[src/sv/cv3_ram.sv]
`timescale 1ns / 1ps
`default_nettype none

// Simple dual-port RAM: one write port, one read port with registered data.
// A read of the address being written in the same cycle returns the old data.
module cv3_ram #(
  parameter int WIDTH = 8,
  parameter int DEPTH = 16,
  localparam int AW   = (DEPTH > 1) ? $clog2(DEPTH) : 1
) (
  input  wire logic             clk,
  input  wire logic             we,
  input  wire logic [AW-1:0]    waddr,
  input  wire logic [WIDTH-1:0] wdata,
  input  wire logic             re,
  input  wire logic [AW-1:0]    raddr,
  output logic      [WIDTH-1:0] rdata
);

  logic [WIDTH-1:0] mem [DEPTH];

  always_ff @(posedge clk) begin
    if (we) begin
      mem[waddr] <= wdata;
    end
    if (re) begin
      rdata <= mem[raddr];
    end
  end

endmodule

`default_nettype wire

[config.mk]
export PLATFORM = sky130hd
export DESIGN_NAME = cv3_ram
export DESIGN_NICKNAME = d
export VERILOG_FILES = /design/src/sv/cv3_ram.sv
export SDC_FILE = /design/constraint.sdc
export NUM_CORES = 1
export LEC_CHECK = 0
export ABC_AREA = 1
export BUFFER_PORTS_ARGS = -buffer_cell sky130_fd_sc_hd__buf_4
export CAP_MARGIN = 20
export CORE_ASPECT_RATIO = 2
export CORE_MARGIN = 5
export CORE_UTILIZATION = 30
export CTS_CLUSTER_SIZE = 14
export DETAILED_ROUTE_END_ITERATION = 7
export PLACE_DENSITY_LB_ADDON = 0.15
export SYNTH_ARGS = -nofsm -noshare
export SYNTH_HDL_FRONTEND = slang
export SYNTH_SLANG_ARGS = --single-unit
[constraint.sdc]
create_clock -name clk -period 1.1 [get_ports clk]
set_input_delay 0.055 -clock clk [delete_from_list [all_inputs] [get_ports clk]]
set_output_delay 0.055 -clock clk [all_outputs]
set_load 0.005 [all_outputs]
==> results of run 1 <==
[area by class of cell]
class / count / area share
Clock buffer: 20 / 0.0584
Clock inverter: 12 / 0.0241
Inverter: 102 / 0.0512
Multi-Input combinational cell: 289 / 0.183
Sequential cell: 136 / 0.546
Tap cell: 259 / 0.0433
Timing Repair Buffer: 75 / 0.0943
[cells by family after synthesis]
group | synth area share
buffers and inverters | 0.0939
and+or+nand+nor | 0.208
DFF | 0.698
[metal layers]
layer	global-route usage	routed length (um)	vias to the layer above
li1	-	-	1919
met1	0.149	5500	1871
met2	0.253	8290	59
met3	0.0233	413	22
met4	0.0641	357	0
met5	0	0	-
[where the power goes]
| group | total, W | internal, W | switching, W |
|---|---|---|---|
| sequential | 0.00588 | 0.00584 | 0.0000376 |
| combinational | 0.000889 | 0.000352 | 0.000537 |
| clock | 0.00600 | 0.00397 | 0.00203 |
| total | 0.0128 | 0.0102 | 0.00260 |
[layout by cell type (no fill, tap or decap)]
cell type / Yosys / routed
inv_2: 2 / 4
clkinv_1: 0 / 4
inv_1: 100 / 98
nand2_2: 0 / 4
buf_6: 6 / 2
clkinv_2: 0 / 3
nand3_1: 97 / 68
nand2_1: 173 / 169
edfxtp_1: 136 / 136
dlygate4sd3_1: 0 / 9
buf_12: 0 / 9
clkbuf_1: 0 / 3
clkbuf_16: 0 / 17
nand3b_1: 2 / 2
buf_4: 4 / 55
nor2_1: 17 / 17
bufinv_16: 0 / 5
nand3_2: 0 / 29
[what timing repair did]
action	CTS	global route
endpoints found under the setup margin	3	10
pin swaps	0	20
hold endpoints to repair	124	0
hold buffers	9	0
resized for setup	3	34
[tightest hold or removal path, delay by kind of cell]
kind,cells,cell delay [ns]
simple gates,3,0.20
buf+inv,1,0.14
[through the flow]
step	total power (W)	util	area [um^2]	setup slack, ns	TNS, ns
2_1_floorplan	0.00638	-	5850	0.0942	0
3_3_place_gp	0.00681	0.343	6610	-0.0812	-1.53
3_5_place_dp	0.00682	0.343	6610	-0.0959	-2.40
4_1_cts	0.0129	0.380	7330	-0.0220	-0.0383
5_1_grt	0.0132	0.388	7480	-0.0363	-0.120
6_report	0.0128	0.388	7480	-0.00568	-0.00568
[sequential cells by signal, indices dropped and copies added (netlist names)]
signal  cells
mem       128
rdata       8
[worst max-delay path by stage]
| stage | slack [ns] | start | depth (start not counted) | end |
|---|---|---|---|---|
| after global routing | -0.04 | mem[8][2] | 6 | rdata[2] |
| after CTS | -0.02 | rdata[0] | 1 | rdata[0] |
| final | -0.006 | rdata[0] | 1 | rdata[0] |
| after detailed placement | -0.1 | waddr[0] | 5 | mem[2][1] |
| after global placement | -0.08 | waddr[0] | 5 | mem[2][2] |
| after floorplan | 0.09 | waddr[3] | 2 | mem[4][0] |
==> run_results.csv, run 1 <==
group,metric,value,unit
outcome,status,"finished, violations left",
outcome,violations,"negative setup slack",
clock_tree,clk_latency,0.42,ns
setup_path,cp_cell_sequence,"buf_6",
cells_and_area,nNetsFinal,640,
timing,rsz0062_at_grt,"yes",
global_routing,grt_use_total,0.138,
placement,io_buffers,26,
timing,worst_slack,-0.00568,ns
power,p_per_area,1710,nW/um^2
setup_path,crit_path_max_fanout,1,
cells_and_area,area.growth.synth_to_final,28.0,%
synthesis,yosysTopAreaCellShare,0.698,
synthesis,synthFlopType,"edfxtp_1",
timing,fin_crit_sh,1.01,
synthesis,seq_area_frac_synth,0.698,
routing,viasPerCell,4.33,
placement,dp_hpwl,10300,um
routing,first_pass_iters,4,
setup_path,critPathMaxStageDelay,0.47,ns
timing,finalMaxSlewViolations,0,
timing,skew,0.00803,ns
setup_path,crit_required,1.04,ns
synthesis,synth.most_common_cell,"nand2_1",
synthesis,synth_area_leaders,"edfxtp_1 (70%), nand2_1 (11%), nand3_1 (8.3%), inv_1 (6.4%), buf_6 (1.2%)",
worst_hold_path,hold_path_class,"in2reg",
die,die_x,109,um
routing,drt_iter0_drc,190,
clock_tree,cts_tree,"done",
clock_tree,clock-sinks,136,
die,core_area,19300,um^2
global_routing,grt_pass1_wl,22700,um
setup_path,rr_worst_depth,6,
timing,hold_slack,0.101,ns
worst_hold_path,min_path_cells,4,
synthesis,yosysUniqueCellTypes,11,
synthesis,synth_fp_nets,570,
cells_and_area,fillCellCount,1939,
worst_hold_path,hp-start,"raddr[2]",
die,io_pins,27,
synthesis,synth-seq-cells,136,
timing,slew_headroom,0.713,
synthesis,yosysTopAreaCell,"edfxtp_1",
routing,ant_nets,0,
power,max-vdd-ir-drop,0.929,mV
timing,finalSetupViolCount,1,
synthesis,synth_area,5850,um^2
cells_and_area,drive_gt1_frac,0.202,
timing,tightest_slew,0.430,ns
synthesis,synth-edff-count,136,
clock_tree,htree_num_levels,4,
power,p_leak,3.20,nW
setup_path,path_buf_inv,1,
cells_and_area,multi_input_area,1370,um^2
die,num_rows,72,
global_routing,antenna_found_initial,0,
job,cap_viol_max_count,0,
setup_path,crit_family,"flip-flops",
die,initial_utilization,0.303,
timing,period_needed,1.11,ns
routing,wl,14600,um
synthesis,synthTopCellsByCount,"nand2_1 (173), edfxtp_1 (136), inv_1 (100), nand3_1 (97), nor2_1 (17)",
timing,hold_violations,0,
clock_tree,cts-root-buf,"clkbuf_16",
setup_path,startpoint_type,"flip-flop",
clock_tree,cts_buffers,17,
synthesis,synthCells,551,
routing,wl_per_cell,16.3,um
setup_path,cp-end-kind,"primary output",
cells_and_area,final-seq-area,4080,um^2
setup_path,r2r_setup_slack,0.05,ns
global_routing,gr-total-overflow,0,
setup_path,slowest_stage,"edfxtp_1",
global_routing,grt_pass1_vias,4057,
placement,place.gp.congestion,0.845,
synthesis,syn_area_per_cell,10.6,um^2
clock_tree,clk_pin_slew,0.06,ns
setup_path,crit_type,"reg2out",
synthesis,async_flop_share,0,
routing,drc_errors,0,
clock_tree,clock_path_buffers,2,
setup_path,cp.arrival,1.05,ns
timing,fmax,904,MHz
setup_path,r2r-end,"rdata[4]",
die,die_area,22600,um^2
placement,dpl.cell_count,852,
setup_path,worstReg2RegStart,"mem[2][4]",
cells_and_area,stdcell_count,893,
synthesis,ys_warn_count,0,
worst_hold_path,min_delay_worst_endpoint,"rdata[5]",
global_routing,grt_max_degree,33,
cells_and_area,diodes,0,
clock_tree,post-cts-setup-buffer-count,0,
die,die_h,207,um
routing,num_vias,3871,
Note: power is estimated with default switching activity, not from simulation.
==> run 2, diff against run 1 <==
--- a/config.mk
+++ b/config.mk
@@ -11,6 +11,7 @@
 export CORE_ASPECT_RATIO = 2
 export CORE_MARGIN = 5
 export CORE_UTILIZATION = 30
+export CTS_BUF_LIST = sky130_fd_sc_hd__clkbuf_16
 export CTS_CLUSTER_SIZE = 14
 export DETAILED_ROUTE_END_ITERATION = 7
 export PLACE_DENSITY_LB_ADDON = 0.15
==> run 2 against run 1 <==
The run now ends clean. Global-route usage did not move. Die area unchanged. Register-to-register slack about the same. Sequential power hardly changed. Critical endpoint unchanged.
==> run_results.csv, run 2 (synthesis gave the netlist of run 1 again) <==
group,metric,value,unit
cells_and_area,largest_reg_flops,128,
clock_tree,post-cts-setup-buffer-count,0,
clock_tree,clock_path_buffers,2,
timing,slew_headroom,0.711,
die,die_h,207,um
setup_path,cp.arrival,1.04,ns
placement,io_buffers,26,
setup_path,crit_family,"flip-flops",
clock_tree,cts-root-buf,"clkbuf_16",
die,io_pins,27,
routing,wl,14500,um
routing,ant_nets,0,
cells_and_area,layout_commonest_cell,"nand2_1",
power,max-vdd-ir-drop,0.930,mV
cells_and_area,drive_gt1_frac,0.202,
timing,hold_violations,0,
cells_and_area,fillCellCount,1939,
clock_tree,clk_pin_slew,0.06,ns
die,die_x,109,um
setup_path,startpoint_type,"flip-flop",
setup_path,path_buf_inv,1,
clock_tree,clk_latency,0.42,ns
setup_path,cp_cell_sequence,"buf_6",
routing,num_vias,3874,
timing,tightest_slew,0.433,ns
placement,place.gp.congestion,0.845,
cells_and_area,final-seq-area,4080,um^2
die,core_area,19300,um^2
timing,rsz0062_at_grt,"yes",
global_routing,gr-total-overflow,0,
setup_path,slowest_stage,"edfxtp_1",
setup_path,critPathMaxStageDelay,0.47,ns
routing,drt_iter0_drc,190,
clock_tree,cts_tree,"done",
global_routing,grt_pass1_wl,22700,um
job,cap_viol_max_count,0,
setup_path,crit_path_max_fanout,1,
power,p_leak,3.21,nW
timing,skew,0.00837,ns
cells_and_area,regMostFlops,"mem",
global_routing,grt_pass1_vias,4057,
cells_and_area,area.growth.synth_to_final,28.0,%
cells_and_area,reg_top3,"mem: 128 flops, rdata: 8 flops",
cells_and_area,multi_input_area,1370,um^2
timing,fin_crit_sh,0.999,
setup_path,crit_type,"reg2out",
clock_tree,cts_buffers,17,
cells_and_area,diodes,0,
worst_hold_path,hold_path_class,"in2reg",
power,p_per_area,1700,nW/um^2
global_routing,antenna_found_initial,0,
setup_path,cp-end-kind,"primary output",
timing,period_needed,1.10,ns
clock_tree,clock-sinks,136,
timing,fmax,910,MHz
global_routing,grt_use_total,0.138,
timing,finalMaxSlewViolations,0,
die,num_rows,72,
cells_and_area,final_cell_mix,"nand2_1 (169), edfxtp_1 (136), inv_1 (101)",
routing,drc_errors,0,
routing,viasPerCell,4.34,
die,initial_utilization,0.303,
routing,first_pass_iters,4,
timing,worst_slack,0.000852,ns
setup_path,crit_required,1.04,ns
outcome,status,"completed",
placement,post-place-ws,-0.0959,ns
die,die_area,22600,um^2
timing,tns,0,ns
placement,dp_hpwl,10300,um
cells_and_area,nNetsFinal,640,
routing,wl_per_cell,16.3,um
timing,finalSetupViolCount,0,
clock_tree,htree_num_levels,4,
global_routing,grt_max_degree,33,
==> run 2: worst min-delay path, delay by kind of cell <==
| family | cells | cell delay [ns] |
|---|---|---|
| and+or+nand+nor | 3 | 0.20 |
| buffers and inverters | 1 | 0.14 |
==> run 2: area by class of cell <==
| cell class | instances | share of cell area |
|---|---|---|
| Inverter | 102 | 0.0512 |
| Multi-Input combinational cell | 289 | 0.183 |
| Sequential cell | 136 | 0.546 |
| Clock buffer | 17 | 0.0569 |
| Tap cell | 259 | 0.0433 |
| Timing Repair Buffer | 75 | 0.0943 |
| Clock inverter | 15 | 0.0256 |
==> run 2: per-stage QoR <==
step | total power [W] | utilization | area (um^2) | hold slack [ns] | instances
3_5_place_dp | 0.00682 | 0.343 | 6610 | 0.383 | 852
2_1_floorplan | 0.00638 | - | 5850 | 0.154 | 551
6_report | 0.0127 | 0.388 | 7480 | 0.101 | 893
3_3_place_gp | 0.00681 | 0.343 | 6610 | 0.377 | 852
5_1_grt | 0.0132 | 0.388 | 7480 | 0.117 | 893
4_1_cts | 0.0128 | 0.380 | 7330 | 0.129 | 893
==> run 2: worst paths after layout <==
path	from	to	slack (ns)	cells after the start
worst max-delay path	rdata[0]	rdata[0]	0.0009	1
worst min-delay path	raddr[2]	rdata[5]	0.10	4
worst max register to register	mem[9][6]	rdata[6]	0.04	6
worst min register to register	mem[10][7]	rdata[7]	0.74	6
==> run 2: what timing repair did <==
action	4_1_cts	5_1_grt
hold buffers	9	0
cloned	0	0
pin swaps	0	20
endpoints found under the hold margin	124	0
setup endpoints to repair	3	10
resized for setup	3	34
==> run 2: where the power goes <==
| group | internal [W] | total [W] | switching, W | leakage, nW |
|---|---|---|---|---|
| registers | 0.00584 | 0.00588 | 0.0000374 | 1.24 |
| logic | 0.000352 | 0.000888 | 0.000536 | 1.66 |
| clock network | 0.00395 | 0.00598 | 0.00203 | 0.314 |
| total | 0.0101 | 0.0127 | 0.00260 | 3.21 |
==> run 2: layer usage <==
| metal | GRT usage | wire (um) | vias to the layer above |
|---|---|---|---|
| met4 | 0.0641 | 356 | 0 |
| met1 | 0.149 | 5380 | 1866 |
| met3 | 0.0233 | 496 | 22 |
| li1 | - | - | 1919 |
| met2 | 0.253 | 8310 | 67 |
| met5 | 0 | 0 | - |
